$ cat config.mk
export PLATFORM = sky130hd
export DESIGN_NAME = qr_mask_and_penalty_scorer
export DESIGN_NICKNAME = d
export VERILOG_FILES = /design/src/sv/qrmp_pkg.sv /design/src/sv/qrmp_ram.sv /design/src/sv/qrmp_div.sv /design/src/sv/qr_mask_and_penalty_scorer.sv
export SDC_FILE = /design/constraint.sdc
export NUM_CORES = 2
export LEC_CHECK = 0
export BUFFER_PORTS_ARGS = -buffer_cell sky130_fd_sc_hd__buf_2
export CAP_MARGIN = 0
export CORE_ASPECT_RATIO = 2
export CORE_UTILIZATION = 45
export CTS_BUF_LIST = sky130_fd_sc_hd__clkbuf_4
export CTS_CLUSTER_SIZE = 25
export DETAILED_ROUTE_END_ITERATION = 10
export GPL_TIMING_DRIVEN = 0
export SLEW_MARGIN = 10
export SYNTH_ARGS = -nofsm -noshare
export SYNTH_HDL_FRONTEND = slang
export SYNTH_SLANG_ARGS = --single-unit
$ cat constraint.sdc
create_clock -name clk -period 22.4 [get_ports clk]
set_input_delay 6.72 -clock clk [delete_from_list [all_inputs] [get_ports clk]]
set_output_delay 6.72 -clock clk [all_outputs]
set_load 0.1 [all_outputs]
$ cat src/sv/qrmp_pkg.sv
`timescale 1ns / 1ps

package qrmp_pkg;

    // Field and state widths fixed by the symbol format
    localparam int SIDE_W = 8;
    localparam int RUN_W  = 8;
    localparam int WIN_W  = 10;
    localparam int PEN_W  = 18;
    localparam int STEP_W = 11;
    localparam int DARK_W = 15;

    localparam logic [SIDE_W-1:0] MIN_SIDE = 8'd21;
    localparam logic [PEN_W-1:0]  PEN_MAX  = 18'h3FFFF;
    localparam logic [DARK_W-1:0] DARK_MAX = 15'h7FFF;
    localparam logic [WIN_W:0]    FINDER_A = 11'd93;
    localparam logic [WIN_W:0]    FINDER_B = 11'd1488;

    // Configuration register indexes
    localparam logic CFG_MASK_SELECT = 1'b0;
    localparam logic CFG_SYMBOL_SIDE = 1'b1;

    // One column entry of the state memory
    typedef struct packed {
        logic [RUN_W-1:0] run;
        logic             last;
        logic [WIN_W-1:0] win;
    } col_state_t;

    // Product of two residues mod 3
    function automatic logic [1:0] mul_mod3(input logic [1:0] a, input logic [1:0] b);
        logic [1:0] res;
        res = 2'd0;
        if (a != 2'd0 && b != 2'd0)
        begin
            res = (a == b) ? 2'd1 : 2'd2;
        end
        return res;
    endfunction

    // Standard data-mask condition from row/column phases
    function automatic logic mask_hit(
        input logic [2:0] sel,
        input logic       i0,
        input logic       i1,
        input logic       j0,
        input logic [1:0] im3,
        input logic [1:0] jm3,
        input logic       jd3
    );
        logic       hit;
        logic [1:0] pm3;
        logic [2:0] sm3;
        pm3 = mul_mod3(im3, jm3);
        sm3 = {1'b0, im3} + {1'b0, jm3};
        case (sel)
            3'd0: hit = !(i0 ^ j0);
            3'd1: hit = !i0;
            3'd2: hit = (jm3 == 2'd0);
            3'd3: hit = (sm3 == 3'd0) || (sm3 == 3'd3);
            3'd4: hit = !(i1 ^ jd3);
            3'd5: hit = !(i0 & j0) && (pm3 == 2'd0);
            3'd6: hit = !((i0 & j0) ^ pm3[0]);
            default: hit = !((i0 ^ j0) ^ pm3[0]);
        endcase
        return hit;
    endfunction

    // Run of five or more costs 3+(len-5)
    function automatic logic [RUN_W:0] run_cost(input logic [RUN_W:0] len);
        return (len >= 9'd5) ? len - 9'd2 : 9'd0;
    endfunction

    function automatic logic [5:0] finder_cost(input logic [WIN_W:0] win);
        return (win == FINDER_A || win == FINDER_B) ? 6'd40 : 6'd0;
    endfunction

endpackage

$ cat src/sv/qrmp_ram.sv
`timescale 1ns / 1ps

module qrmp_ram #(
    parameter int WIDTH = 19,
    parameter int DEPTH = 177
) (
    input  logic                     clk,
    input  logic                     we,
    input  logic [$clog2(DEPTH)-1:0] waddr,
    input  logic [WIDTH-1:0]         wdata,
    input  logic                     re,
    input  logic [$clog2(DEPTH)-1:0] raddr,
    output logic [WIDTH-1:0]         rdata
);

    logic [WIDTH-1:0] mem [DEPTH];
    logic [WIDTH-1:0] rdata_reg;

    // Write port and registered read port
    always_ff @(posedge clk)
    begin
        if (we)
        begin
            mem[waddr] <= wdata;
        end
        if (re)
        begin
            rdata_reg <= mem[raddr];
        end
    end

    assign rdata = rdata_reg;

endmodule

$ cat src/sv/qrmp_div.sv
`timescale 1ns / 1ps

module qrmp_div #(
    parameter int NW = 22,
    parameter int DW = 16
) (
    input  logic          clk,
    input  logic          rst_n,
    input  logic          start,
    input  logic [NW-1:0] dividend,
    input  logic [DW-1:0] divisor,
    output logic          done,
    output logic [NW-1:0] quotient
);

    logic [DW-1:0]          rem_reg, rem_next;
    logic [NW-1:0]          quo_reg, quo_next;
    logic [DW-1:0]          dsr_reg;
    logic [$clog2(NW+1)-1:0] cnt_reg, cnt_next;
    logic                   busy_reg, busy_next;
    logic                   done_reg, done_next;
    logic [DW:0]            trial;

    // One restoring step per cycle, one quotient bit each
    always_comb
    begin
        trial     = {rem_reg, quo_reg[NW-1]};
        rem_next  = rem_reg;
        quo_next  = quo_reg;
        cnt_next  = cnt_reg;
        busy_next = busy_reg;
        done_next = 1'b0;
        if (start)
        begin
            rem_next  = '0;
            quo_next  = dividend;
            cnt_next  = ($clog2(NW+1))'(NW);
            busy_next = 1'b1;
        end
        else if (busy_reg)
        begin
            if (trial >= {1'b0, dsr_reg})
            begin
                rem_next = DW'(trial - {1'b0, dsr_reg});
                quo_next = {quo_reg[NW-2:0], 1'b1};
            end
            else
            begin
                rem_next = trial[DW-1:0];
                quo_next = {quo_reg[NW-2:0], 1'b0};
            end
            cnt_next = cnt_reg - 1'b1;
            if (cnt_reg == 1)
            begin
                busy_next = 1'b0;
                done_next = 1'b1;
            end
        end
    end

    always_ff @(posedge clk or negedge rst_n)
    begin
        if (!rst_n)
        begin
            cnt_reg  <= '0;
            busy_reg <= 1'b0;
            done_reg <= 1'b0;
        end
        else
        begin
            cnt_reg  <= cnt_next;
            busy_reg <= busy_next;
            done_reg <= done_next;
        end
    end

    always_ff @(posedge clk)
    begin
        rem_reg <= rem_next;
        quo_reg <= quo_next;
        if (start)
        begin
            dsr_reg <= divisor;
        end
    end

    assign done     = done_reg;
    assign quotient = quo_reg;

`ifndef SYNTHESIS
    a_done_ends_busy: assert property (@(posedge clk) disable iff (!rst_n)
        done_reg |-> !busy_reg)
        else $error("divider done while still busy");
    a_busy_count: assert property (@(posedge clk) disable iff (!rst_n)
        busy_reg |-> cnt_reg != 0)
        else $error("divider busy with empty step count");
    a_start_busy: assert property (@(posedge clk) disable iff (!rst_n)
        start |=> busy_reg)
        else $error("divider did not start");
`endif

endmodule

$ cat src/sv/qr_mask_and_penalty_scorer.sv
`timescale 1ns / 1ps

// QR data-mask and penalty scorer. Modules enter in raster order; each one
// is masked by the selected pattern (function modules pass unchanged) and
// leaves as one output beat carrying masked_dark. An ordinary module reads
// the per-column state memory on acceptance, then is updated and written
// back as its beat loads, which waits while the output is stalled. The
// last module of a symbol also runs the dark-ratio division, a 22-step
// restoring divider, via S_PREP, S_DIV and S_FIN before the beat with
// penalty_valid and penalty_total. The user must give configuration only
// between symbols, as the block does not enforce it; no column memory clear.
module qr_mask_and_penalty_scorer #(
    parameter int MAX_SIDE = 177
) (
    input  logic                         clk,
    input  logic                         rst_n,
    input  logic                         cfg_we,
    input  logic                         cfg_index,
    input  logic [qrmp_pkg::SIDE_W-1:0]  cfg_data,
    input  logic                         in_valid,
    output logic                         in_stall,
    input  logic                         module_dark,
    input  logic                         is_function,
    output logic                         out_valid,
    input  logic                         out_stall,
    output logic                         masked_dark,
    output logic                         penalty_valid,
    output logic [qrmp_pkg::PEN_W-1:0]   penalty_total
);

    import qrmp_pkg::*;

    localparam int AW    = $clog2(MAX_SIDE);
    localparam int CST_W = $bits(col_state_t);
    localparam int NW    = 22;
    localparam int DW    = 16;

    typedef enum logic [2:0] {S_IDLE, S_CALC, S_PREP, S_DIV, S_FIN} state_t;

    state_t            state_reg;
    logic [2:0]        mask_sel_reg;
    logic [SIDE_W-1:0] side_reg;
    logic [AW-1:0]     col_reg;
    logic [AW-1:0]     row_reg;
    logic [1:0]        im3_reg, jm3_reg;
    logic              jd3_reg;
    logic [RUN_W-1:0]  rrun_reg;
    logic              rlast_reg;
    logic [WIN_W-1:0]  rwin_reg;
    logic [1:0]        lpair_reg;
    logic [DARK_W-1:0] dark_reg;
    logic [PEN_W-1:0]  acc_reg;
    logic              m_reg;
    logic              out_valid_reg, pv_reg;
    logic              md_reg;
    logic [PEN_W-1:0]  total_reg;

    logic              accept, out_free, beat_load;
    logic              hit, m_in;
    logic [SIDE_W-1:0] side_eff;
    logic              last_col, last_row;
    col_state_t        rd, wr;
    logic [RUN_W:0]    rrun_n, cr;
    logic [WIN_W-1:0]  rwin_n;
    logic              above;
    logic [STEP_W-1:0] pen;
    logic [PEN_W:0]    acc_sum;
    logic [PEN_W-1:0]  acc_next;
    logic [DARK_W-1:0] dark_next;
    logic [NW-1:0]     dividend, quotient;
    logic [DW-1:0]     divisor;
    logic              div_start, div_done;
    logic [6:0]        pct, lo, hi, dlo, dhi, ratio;
    logic [14:0]       q5_prod;
    logic [PEN_W:0]    total_sum;

    assign accept   = in_valid && !in_stall;
    assign in_stall = (state_reg != S_IDLE);
    assign out_free = !out_valid_reg || !out_stall;

    // Load a new output beat on an ordinary module or at the end of a symbol
    assign beat_load = out_free
                       && ((state_reg == S_CALC && !(last_col && last_row))
                           || state_reg == S_FIN);

    // Mask from the row and column phase counters
    assign hit  = mask_hit(mask_sel_reg, row_reg[0], row_reg[1], col_reg[0],
                           im3_reg, jm3_reg, jd3_reg);
    assign m_in = module_dark ^ (hit && !is_function);

    // Clamp the side to the supported range
    always_comb
    begin
        if (side_reg < MIN_SIDE)
        begin
            side_eff = MIN_SIDE;
        end
        else if (side_reg > SIDE_W'(MAX_SIDE))
        begin
            side_eff = SIDE_W'(MAX_SIDE);
        end
        else
        begin
            side_eff = side_reg;
        end
    end

    assign last_col = ((9)'(col_reg) + 9'd1) >= {1'b0, side_eff};
    assign last_row = ((9)'(row_reg) + 9'd1) >= {1'b0, side_eff};

    qrmp_ram #(
        .WIDTH (CST_W),
        .DEPTH (MAX_SIDE)
    ) u_col_mem (
        .clk   (clk),
        .we    (state_reg == S_CALC && out_free),
        .waddr (col_reg),
        .wdata (wr),
        .re    (accept),
        .raddr (col_reg),
        .rdata (rd)
    );

    // Row and column penalty terms for the held module
    always_comb
    begin
        pen    = '0;
        rrun_n = 9'd1;
        rwin_n = {{(WIN_W-1){1'b0}}, m_reg};
        if (col_reg != '0)
        begin
            if (m_reg == rlast_reg)
            begin
                rrun_n = {1'b0, rrun_reg} + 9'd1;
            end
            else
            begin
                pen = pen + STEP_W'(run_cost({1'b0, rrun_reg}));
            end
            if ((9)'(col_reg) >= 9'd10)
            begin
                pen = pen + STEP_W'(finder_cost({rwin_reg, m_reg}));
            end
            rwin_n = {rwin_reg[WIN_W-2:0], m_reg};
        end
        if (last_col)
        begin
            pen = pen + STEP_W'(run_cost(rrun_n));
        end

        above  = rd.last;
        cr     = 9'd1;
        wr.win = {{(WIN_W-1){1'b0}}, m_reg};
        if (row_reg == '0)
        begin
            above = 1'b0;
        end
        else
        begin
            if (col_reg != '0 && lpair_reg[1] == lpair_reg[0]
                && lpair_reg[0] == rd.last && rd.last == m_reg)
            begin
                pen = pen + STEP_W'(3);
            end
            if (m_reg == rd.last)
            begin
                cr = {1'b0, rd.run} + 9'd1;
            end
            else
            begin
                pen = pen + STEP_W'(run_cost({1'b0, rd.run}));
            end
            if ((9)'(row_reg) >= 9'd10)
            begin
                pen = pen + STEP_W'(finder_cost({rd.win, m_reg}));
            end
            wr.win = {rd.win[WIN_W-2:0], m_reg};
        end
        if (last_row)
        begin
            pen = pen + STEP_W'(run_cost(cr));
        end
        wr.run  = cr[RUN_W] ? {RUN_W{1'b1}} : cr[RUN_W-1:0];
        wr.last = m_reg;

        acc_sum  = {1'b0, acc_reg} + (PEN_W+1)'(pen);
        acc_next = acc_sum[PEN_W] ? PEN_MAX : acc_sum[PEN_W-1:0];
    end

    assign dark_next = (dark_reg != DARK_MAX) ? dark_reg + DARK_W'(m_reg) : dark_reg;

    // Dark ratio: dark*100 over side squared
    assign dividend  = (NW'(dark_reg) << 6) + (NW'(dark_reg) << 5) + (NW'(dark_reg) << 2);
    assign divisor   = {{(DW-SIDE_W){1'b0}}, side_eff} * {{(DW-SIDE_W){1'b0}}, side_eff};
    assign div_start = (state_reg == S_PREP);

    qrmp_div #(
        .NW (NW),
        .DW (DW)
    ) u_div (
        .clk      (clk),
        .rst_n    (rst_n),
        .start    (div_start),
        .dividend (dividend),
        .divisor  (divisor),
        .done     (div_done),
        .quotient (quotient)
    );

    // Round the percentage down to a 5% step and score the nearer bound
    always_comb
    begin
        pct     = (quotient > NW'(100)) ? 7'd100 : quotient[6:0];
        q5_prod = 15'(pct) * 15'd205;
        lo      = 7'(q5_prod[14:10] * 5);
        hi      = lo + 7'd5;
        dlo     = (lo > 7'd50) ? lo - 7'd50 : 7'd50 - lo;
        dhi     = (hi > 7'd50) ? hi - 7'd50 : 7'd50 - hi;
        ratio   = (dhi <= dlo) ? {dhi[5:0], 1'b0} : {dlo[5:0], 1'b0};
        total_sum = {1'b0, acc_reg} + (PEN_W+1)'(ratio);
    end

    // Sequencer, symbol state and output beat
    always_ff @(posedge clk or negedge rst_n)
    begin
        if (!rst_n)
        begin
            state_reg     <= S_IDLE;
            mask_sel_reg  <= '0;
            side_reg      <= MIN_SIDE;
            col_reg       <= '0;
            row_reg       <= '0;
            im3_reg       <= '0;
            jm3_reg       <= '0;
            jd3_reg       <= 1'b0;
            rrun_reg      <= '0;
            rlast_reg     <= 1'b0;
            rwin_reg      <= '0;
            lpair_reg     <= '0;
            dark_reg      <= '0;
            acc_reg       <= '0;
            out_valid_reg <= 1'b0;
            pv_reg        <= 1'b0;
        end
        else
        begin
            if (cfg_we)
            begin
                case (cfg_index)
                    CFG_MASK_SELECT: mask_sel_reg <= cfg_data[2:0];
                    CFG_SYMBOL_SIDE: side_reg     <= cfg_data;
                    default: ;
                endcase
            end
            if (beat_load)
            begin
                out_valid_reg <= 1'b1;
            end
            else if (out_valid_reg && !out_stall)
            begin
                out_valid_reg <= 1'b0;
            end
            case (state_reg)
                S_IDLE:
                begin
                    if (accept)
                    begin
                        state_reg <= S_CALC;
                    end
                end
                S_CALC:
                begin
                    if (out_free)
                    begin
                        rrun_reg  <= rrun_n[RUN_W-1:0];
                        rwin_reg  <= rwin_n;
                        rlast_reg <= m_reg;
                        lpair_reg <= {above, m_reg};
                        dark_reg  <= dark_next;
                        acc_reg   <= acc_next;
                        if (last_col && last_row)
                        begin
                            state_reg <= S_PREP;
                        end
                        else
                        begin
                            state_reg <= S_IDLE;
                            pv_reg    <= 1'b0;
                        end
                        if (last_col)
                        begin
                            col_reg <= '0;
                            jm3_reg <= '0;
                            jd3_reg <= 1'b0;
                            if (last_row)
                            begin
                                row_reg <= '0;
                                im3_reg <= '0;
                            end
                            else
                            begin
                                row_reg <= row_reg + 1'b1;
                                im3_reg <= (im3_reg == 2'd2) ? 2'd0 : im3_reg + 2'd1;
                            end
                        end
                        else
                        begin
                            col_reg <= col_reg + 1'b1;
                            jm3_reg <= (jm3_reg == 2'd2) ? 2'd0 : jm3_reg + 2'd1;
                            if (jm3_reg == 2'd2)
                            begin
                                jd3_reg <= !jd3_reg;
                            end
                        end
                    end
                end
                S_PREP:
                begin
                    state_reg <= S_DIV;
                end
                S_DIV:
                begin
                    if (div_done)
                    begin
                        state_reg <= S_FIN;
                    end
                end
                S_FIN:
                begin
                    if (out_free)
                    begin
                        state_reg <= S_IDLE;
                        pv_reg    <= 1'b1;
                        acc_reg   <= '0;
                        dark_reg  <= '0;
                    end
                end
                default:
                begin
                    state_reg <= S_IDLE;
                end
            endcase
        end
    end

    // Payload registers: input capture and output beat
    always_ff @(posedge clk)
    begin
        if (accept)
        begin
            m_reg <= m_in;
        end
        if (state_reg == S_CALC && out_free)
        begin
            md_reg    <= m_reg;
            total_reg <= '0;
        end
        if (state_reg == S_FIN && out_free)
        begin
            total_reg <= total_sum[PEN_W] ? PEN_MAX : total_sum[PEN_W-1:0];
        end
    end

    assign out_valid     = out_valid_reg;
    assign masked_dark   = md_reg;
    assign penalty_valid = pv_reg;
    assign penalty_total = total_reg;

`ifndef SYNTHESIS
    a_col_bound: assert property (@(posedge clk) disable iff (!rst_n)
        (9)'(col_reg) < 9'(MAX_SIDE) && (9)'(row_reg) < 9'(MAX_SIDE))
        else $error("column or row index beyond memory depth");
    a_div_only_in_div: assert property (@(posedge clk) disable iff (!rst_n)
        div_done |-> state_reg == S_DIV)
        else $error("divider finished outside its wait state");
    a_symbol_clears: assert property (@(posedge clk) disable iff (!rst_n)
        (state_reg == S_FIN && out_free) |=> dark_reg == '0 && acc_reg == '0)
        else $error("symbol totals not cleared after last module");
    a_total_only_last: assert property (@(posedge clk) disable iff (!rst_n)
        (out_valid_reg && !pv_reg) |-> total_reg == '0)
        else $error("penalty total shown on an ordinary module");
`endif

endmodule

# After elaboration in Yosys (flattened, before gate mapping)
# Memories as Yosys holds them, arrays and structs flattened. A register that Yosys moved wholly into a read port is not among the register bits.
# Cells that the tools add are included.
# totals
register_bits	172
latch_bits	0
ram_bits	3363
romBits	0
inputBits	16
output_inout_bits	22
word_cells	247
n_memories	1
# mem_list
memory	depth	word_bits	read_ports	rd_ports_with_merged_regs	wr	line	text
u_col_mem.mem	177	19	1	1	1	qrmp_ram.sv:16	logic [WIDTH-1:0] mem [DEPTH];
# op_classes
n_addsub	31
multipliers	3
div_mod_pow	0
n_lt_le_gt_ge	15
eq_ne	31
n_shift	0
mux	80
n_bitwise	7
n_reduce_logical	54
# op_table
cell	count
$mux W11	11
$mux W18	6
$mux W9	9
$mux W15	3
$mux W22	2
$mux W8	5
$add A8 B1 Y9 const B	4
$pmux W18 S2	1
$add A11 B9 Y11	3
$pmux W15 S2	1
$mux W7	4
$add A11 B6 Y11	2
$add A21 B20 Y22	1
$add A22 B17 Y22	1
$eq A11 B11 Y1 const B	2
$eq A11 B7 Y1 const B	2
$gt A22 B7 Y1 const B	1
$mux W10	2
$add A18 B11 Y19	1
$add A18 B7 Y19	1
$ge A9 B3 Y1 const B	2
$ge A9 B8 Y1	2
$sub A8 B2 Y9 const B	2
$sub A9 B2 Y9 const B	2
other kinds (54)	151

# Depth between registers and ports, before layout
# logic_depth
depth_word	24
mapped_depth	54
depth_no_buf	48

# Hierarchy
# Synthesis repeated with hierarchy kept, for this count alone.
# hier_totals
cells_unflattened	8037
area_unflattened_um2	148027.0
# modules_own_cells
module	n_inst	cells_per_inst	area_each_um2	seq_area_each_um2
qrmp_ram	1	6059	130552.7	101557.4
qr_mask_and_penalty_scorer	1	1685	14143.6	2831.5
qrmp_div	1	293	3330.7	1636.6

# Worst setup path after synthesis
# Ideal clock, no wire load.
# synth_timing
kind	register -> register
start	reg u_div.quo_reg[21] (netlist: u_div.quotient[21])
end	reg total_reg[11] (netlist: penalty_total[11]), data pin
t_arrival_ns	10.882
required_ns	22.130
path_slack_ns	11.247
stages_incl_launch_ff	45
path_buffers	2
period_less_slack_ns	11.153
path_cell_list	edfxtp_1 > nor4_1 > nand4_1 > or2_2 > ha_1 > inv_1 > fa_1 > inv_1 > ha_1 > inv_1 > fa_1 > inv_1 > ha_1 > a21o_1 > a21o_1 > a221oi_1 > nand2_1 > xnor2_1 > [9 not listed] > ha_1 > a21oi_1 > o21ai_0 > o41ai_1 > and2_1 > o221ai_1 > o31a_1 > ha_1 > a21o_1 > a21oi_1 > o21bai_1 > a21oi_1 > nor2b_1 > o21ai_0 > or3_1 > clkbuf_1 > clkbuf_1 > a21oi_1
# synth_between
elab_chain_len	12
# synth_rtl
item	line	text
start, declared	qrmp_div.sv:17	logic [NW-1:0] quo_reg, quo_next;
start signal, assigned	qrmp_div.sv:80	quo_reg <= quo_next;
$gt A22 B7 Y1 *	qr_mask_and_penalty_scorer.sv:213	pct = (quotient > NW'(100)) ? 7'd100 : quotient[6:0];
$mux W7 *	qr_mask_and_penalty_scorer.sv:213	
$mul A7 B8 Y15 *	qr_mask_and_penalty_scorer.sv:214	q5_prod = 15'(pct) * 15'd205;
$mul A5 B3 Y7 *	qr_mask_and_penalty_scorer.sv:215	lo = 7'(q5_prod[14:10] * 5);
$add A7 B3 Y7	qr_mask_and_penalty_scorer.sv:216	hi = lo + 7'd5;
$sub A6 B7 Y7 (tied with other cells)	qr_mask_and_penalty_scorer.sv:218	dhi = (hi > 7'd50) ? hi - 7'd50 : 7'd50 - hi;
$mux W7	qr_mask_and_penalty_scorer.sv:218	
$le A7 B7 Y1	qr_mask_and_penalty_scorer.sv:219	ratio = (dhi <= dlo) ? {dhi[5:0], 1'b0} : {dlo[5:0], 1'b0};
$mux W7 *	qr_mask_and_penalty_scorer.sv:219	
$add A18 B7 Y19 *	qr_mask_and_penalty_scorer.sv:220	total_sum = {1'b0, acc_reg} + (PEN_W+1)'(ratio);
$mux W18 *	qr_mask_and_penalty_scorer.sv:360	total_reg <= total_sum[PEN_W] ? PEN_MAX : total_sum[PEN_W-1:0];
$mux W18 *	qr_mask_and_penalty_scorer.sv:358	if (state_reg == S_FIN && out_free)
end signal, assigned	qr_mask_and_penalty_scorer.sv:360	
end, declared	qr_mask_and_penalty_scorer.sv:56	logic [PEN_W-1:0] total_reg;
# Mark *: on every way between the ends. The rest lies on a longest branch, timed or not.
# A chain may end at the register's enable or synchronous reset.

# Final worst setup path
# layout_timing
start	reg col_reg[1]
end	reg acc_reg[6]
# layout_between
elab_chain_len	21
# layout_rtl
item	line	text
start, declared	qr_mask_and_penalty_scorer.sv:43	logic [AW-1:0] col_reg;
start signal, assigned	qr_mask_and_penalty_scorer.sv:308	col_reg <= col_reg + 1'b1;
$reduce_bool A8 Y1	qr_mask_and_penalty_scorer.sv:130, qr_mask_and_penalty_scorer.sv:160	
$mux W9	qr_mask_and_penalty_scorer.sv:130	if (col_reg != '0)
$sub A9 B2 Y9 or $ge A9 B3 Y1 (tied branches)	qrmp_pkg.sv:71	return (len >= 9'd5) ? len - 9'd2 : 9'd0;
$mux W9	qrmp_pkg.sv:71	
$add A11 B9 Y11	qr_mask_and_penalty_scorer.sv:148	pen = pen + STEP_W'(run_cost(rrun_n));
$mux W11	qr_mask_and_penalty_scorer.sv:146	if (last_col)
$add A11 B2 Y11	qr_mask_and_penalty_scorer.sv:163	pen = pen + STEP_W'(3);
$mux W11	qr_mask_and_penalty_scorer.sv:160	if (col_reg != '0 && lpair_reg[1] == lpair_reg[0]
[5 not listed]	n/a	
$mux W11	qr_mask_and_penalty_scorer.sv:173	if ((9)'(row_reg) >= 9'd10)
$mux W11 *	qr_mask_and_penalty_scorer.sv:154	if (row_reg == '0)
$add A11 B9 Y11	qr_mask_and_penalty_scorer.sv:181	pen = pen + STEP_W'(run_cost(cr));
$mux W11 *	qr_mask_and_penalty_scorer.sv:179	if (last_row)
$add A18 B11 Y19 *	qr_mask_and_penalty_scorer.sv:186	acc_sum = {1'b0, acc_reg} + (PEN_W+1)'(pen);
$mux W18 *	qr_mask_and_penalty_scorer.sv:187	acc_next = acc_sum[PEN_W] ? PEN_MAX : acc_sum[PEN_W-1:0];
$mux W18 *	qr_mask_and_penalty_scorer.sv:273	if (out_free)
$pmux W18 S2 *	qr_mask_and_penalty_scorer.sv:263	case (state_reg)
end signal, assigned	qr_mask_and_penalty_scorer.sv:280	acc_reg <= acc_next;
end, declared	qr_mask_and_penalty_scorer.sv:52	logic [PEN_W-1:0] acc_reg;
# Mark *: on every way between the ends. The rest lies on a longest branch, timed or not. The select of a mux whose other input is x is not followed.

==> flow_summary_export.csv <==
group,metric,value,unit
clock_tree,clock-root-buffer,"clkbuf_4",
pwr,p_leak,0.0526,µW
drt,first_pass_iters,9,
setup_path,cp_data_arrival_time,16150,ps
setup_path,critPathKind,"flop to flop",
clock_tree,clk_pin_slew,70,ps
floorplanning,pin_count,38,
clock_tree,cts_setup_buffers,0,
drt,ant_nets,0,
drt,via_count,78200,
finish,final_layout_size_suffix_gt1_share,34.0,%
drt,drt_first_iter_violations,9569,
finish,fin_cells,12500,
setup_path,path_buf_inv,12,
global_route,grt_pass1_vias,80300,
pwr,pwr_density_cell,143,mW/mm²
sta,slew_violations,0,
placed_design,place.gp.congestion,0.960,
setup_path,cp-start-kind,"flop",
clock_tree,cts.htree.levels,6,
flow_run,max-cap-violations,0,
setup_path,critPathMaxFanout,10,
drt,viasPerCell,6.27,
sta,rsz0062_at_grt,"false",
clock_tree,cts_resized,0,
synth,post_synth_inst_count,6870,
sta,timing.hold.ws,464,ps
finish,register_area,0.101,mm²
sta,timing_hold_violations_final,0,
synth,yosysWarnings,0,
sta,final.setup.tns,0,ps
finish,largest_reg_flops,3186,
finish,utilization,52.1,%
run_status,violations,"design-rule violations",
sta,setup_viol,0,
floorplanning,core.rowCount,288,
global_route,grt_pass1_wl,661000,µm
clock_tree,clock_latency,1480,ps
finish,multi_input_area,0.0378,mm²
setup_path,slowest_stage,"clkbuf_1",
global_route,overflow,0,
synth,synth.cell_area,0.139,mm²
setup_path,crit_required,23660,ps
sta,period_minus_slack,14900,ps
sta,min_period_over_period,66.5,%
finish,syn_to_final_growth,15.2,%
sta,fmax,67.1,MHz
drt,route.detailed.drc,1,
synth,synth_cell_types,91,
finish,regMostFlops,"u_col_mem.mem",
synth,synth_edf_count,3261,
synth,ys_seq_area_share,72.3,%
finish,nNetsFinal,8148,
floorplanning,die_area,0.312,mm²
clock_tree,cts_buffers,721,
finish,n_fill_cell,24500,
run_status,status,"finished, violations left",
synth,async_flop_share,2.85,%
synth,ys_ff_latch,3373,
synth,yosys_most_used_dff,"edfxtp_1",
clock_tree,clock_sink_count,3373,
sta,worst_pin_slew,1430,ps
clock_tree,tritoncts,"done",
clock_tree,cts_buffer_depth,4,
global_route,gr-usage-all-layers,31.8,%
placed_design,dp_cells,11200,
setup_path,crit_family,"buffers and inverters",
synth,syn_avg_cell_area,20.3,µm²
placed_design,place_hpwl,349000,µm
sta,slew_headroom,4.80,%
global_route,antenna_found_initial,33,
sta,skew,120,ps
global_route,grt_max_degree,97,
clock_tree,hold_buffers,0,
pwr,ir_worst_vdd,136,µV
hold_path,hold_path_class,"flop to flop",
drt,wirelength,495000,µm
drt,post_drt_wl_per_cell,39.7,µm
floorplanning,chipWidth,395,µm
floorplanning,coreArea,0.308,mm²
floorplanning,initial_core_util,45.2,%
setup_path,end_kind,"flop",
floorplanning,dieHeight,788,µm
placed_design,port_buffers,37,
setup_path,max_stage_delay,850,ps
[Yosys cell counts (29+ instances only)]
cell type	instances	area [µm²]
a21o_1	30	225
a21oi_1	156	781
a31oi_1	32	200
and3_1	29	181
buf_1	101	379
clkbuf_1	225	845
dfrtp_1	93	2330
edfxtp_1	3261	97900
fa_1	52	1040
ha_1	226	2830
inv_1	187	702
mux4_2	1020	23000
nand2_1	230	863
nand3_1	73	365
nor2_1	346	1300
nor2b_1	44	275
nor3_1	43	215
o21ai_0	137	686
xnor2_1	105	920
xor2_1	53	464
[layer usage]
layer  track usage (%)  vias up  share of wire (%)
met2              55.0     4880                 51
met1              30.1    40700                 28
li1                  -    30800                  -
met5                 0        -              0.031
met3              7.50     1845                8.3
met4              31.5       22                 12
[cell type report]
class	count	area share, %
Buffer	349	0.989
Multi-Input combinational cell	2960	23.6
Timing Repair Buffer	259	3.35
Antenna cell	52	0.0812
Clock buffer	1045	4.90
Sequential cell	3373	62.8
Inverter	190	0.445
Tap cell	4060	3.17
Clock inverter	184	0.642
[layout by cell type (no fill, tap or decap), types with 44 or more instances in the layout]
cell type / Yosys / layout
buf_12: 0 / 102
nand3_1: 73 / 72
buf_2: 15 / 123
diode_2: 0 / 52
xnor2_1: 105 / 105
clkinv_1: 1 / 128
edfxtp_1: 3261 / 3261
nor2_4: 1 / 170
dfrtp_1: 93 / 93
inv_1: 187 / 187
a21oi_1: 156 / 156
nand2_1: 230 / 224
clkbuf_2: 0 / 99
fa_1: 52 / 52
ha_1: 226 / 226
xor2_1: 53 / 53
clkbuf_4: 0 / 1045
o21ai_0: 137 / 137
nor2b_1: 44 / 44
nor2_1: 346 / 167
mux4_2: 1020 / 1020
buf_16: 0 / 107
clkbuf_1: 225 / 126
[metrics by stage]
stage               area [µm²]  setup slack (ps)  total power (µW)
floorplan               139000             11250             14000
global route            160000              6750             23500
finish                  160000              7500             23000
CTS                     160000              7700             22800
detailed placement      151000              7800             18200
global placement        144000              3360             18100
[power by group]
group          switching (µW)  total (µW)  leakage [µW]  internal [µW]
clock                    2420        4660       0.00530           2240
combinational            6520        9750        0.0163           3230
sequential                143        8550        0.0310           8400
[tightest hold or removal path, delay by kind of cell, from the launching register on]
family                 cells  cell delay [ps]
buffers and inverters      1               50
AOI/OAI and AO/OA          1               50
DFF                        1              310
[path summary, 6_finish.rpt]
check                                                from                             end  slack [ps]  cells past startpoint
min in group asynchronous                           rst_n          acc_reg[3]$_DFFE_PN0P_        5140                      1
min reg2reg                u_div.rem_reg[15]$_SDFFE_PP0P_  u_div.rem_reg[15]$_SDFFE_PP0P_         460                      2
min                        u_div.rem_reg[15]$_SDFFE_PP0P_  u_div.rem_reg[15]$_SDFFE_PP0P_         460                      2
max                                col_reg[1]$_DFFE_PN0P_          acc_reg[6]$_DFFE_PN0P_        7500                     50
max in group asynchronous                           rst_n          row_reg[1]$_DFFE_PN0P_       16540                      2
max reg2reg                        col_reg[1]$_DFFE_PN0P_          acc_reg[6]$_DFFE_PN0P_        7500                     50
[kinds of logic (layout without fill, tap and decap cells)]
| logic type | after synthesis | count (layout) | synth area share [%] |
|---|---|---|---|
| adder cells (fa/ha/maj) | 279 | 279 | 2.79 |
| flip-flops | 3373 | 3373 | 72.3 |
| other | 1 | 55 | 0.00269 |
| AO/OA/AOI/OAI | 531 | 531 | 2.40 |
| XOR/XNOR | 158 | 158 | 0.994 |
| AND/OR/NAND/NOR | 917 | 917 | 3.06 |
| multiplexers | 1072 | 1072 | 16.9 |
| buffers and inverters | 539 | 2027 | 1.50 |
No activity file was read; power rests on OpenSTA's default activity.
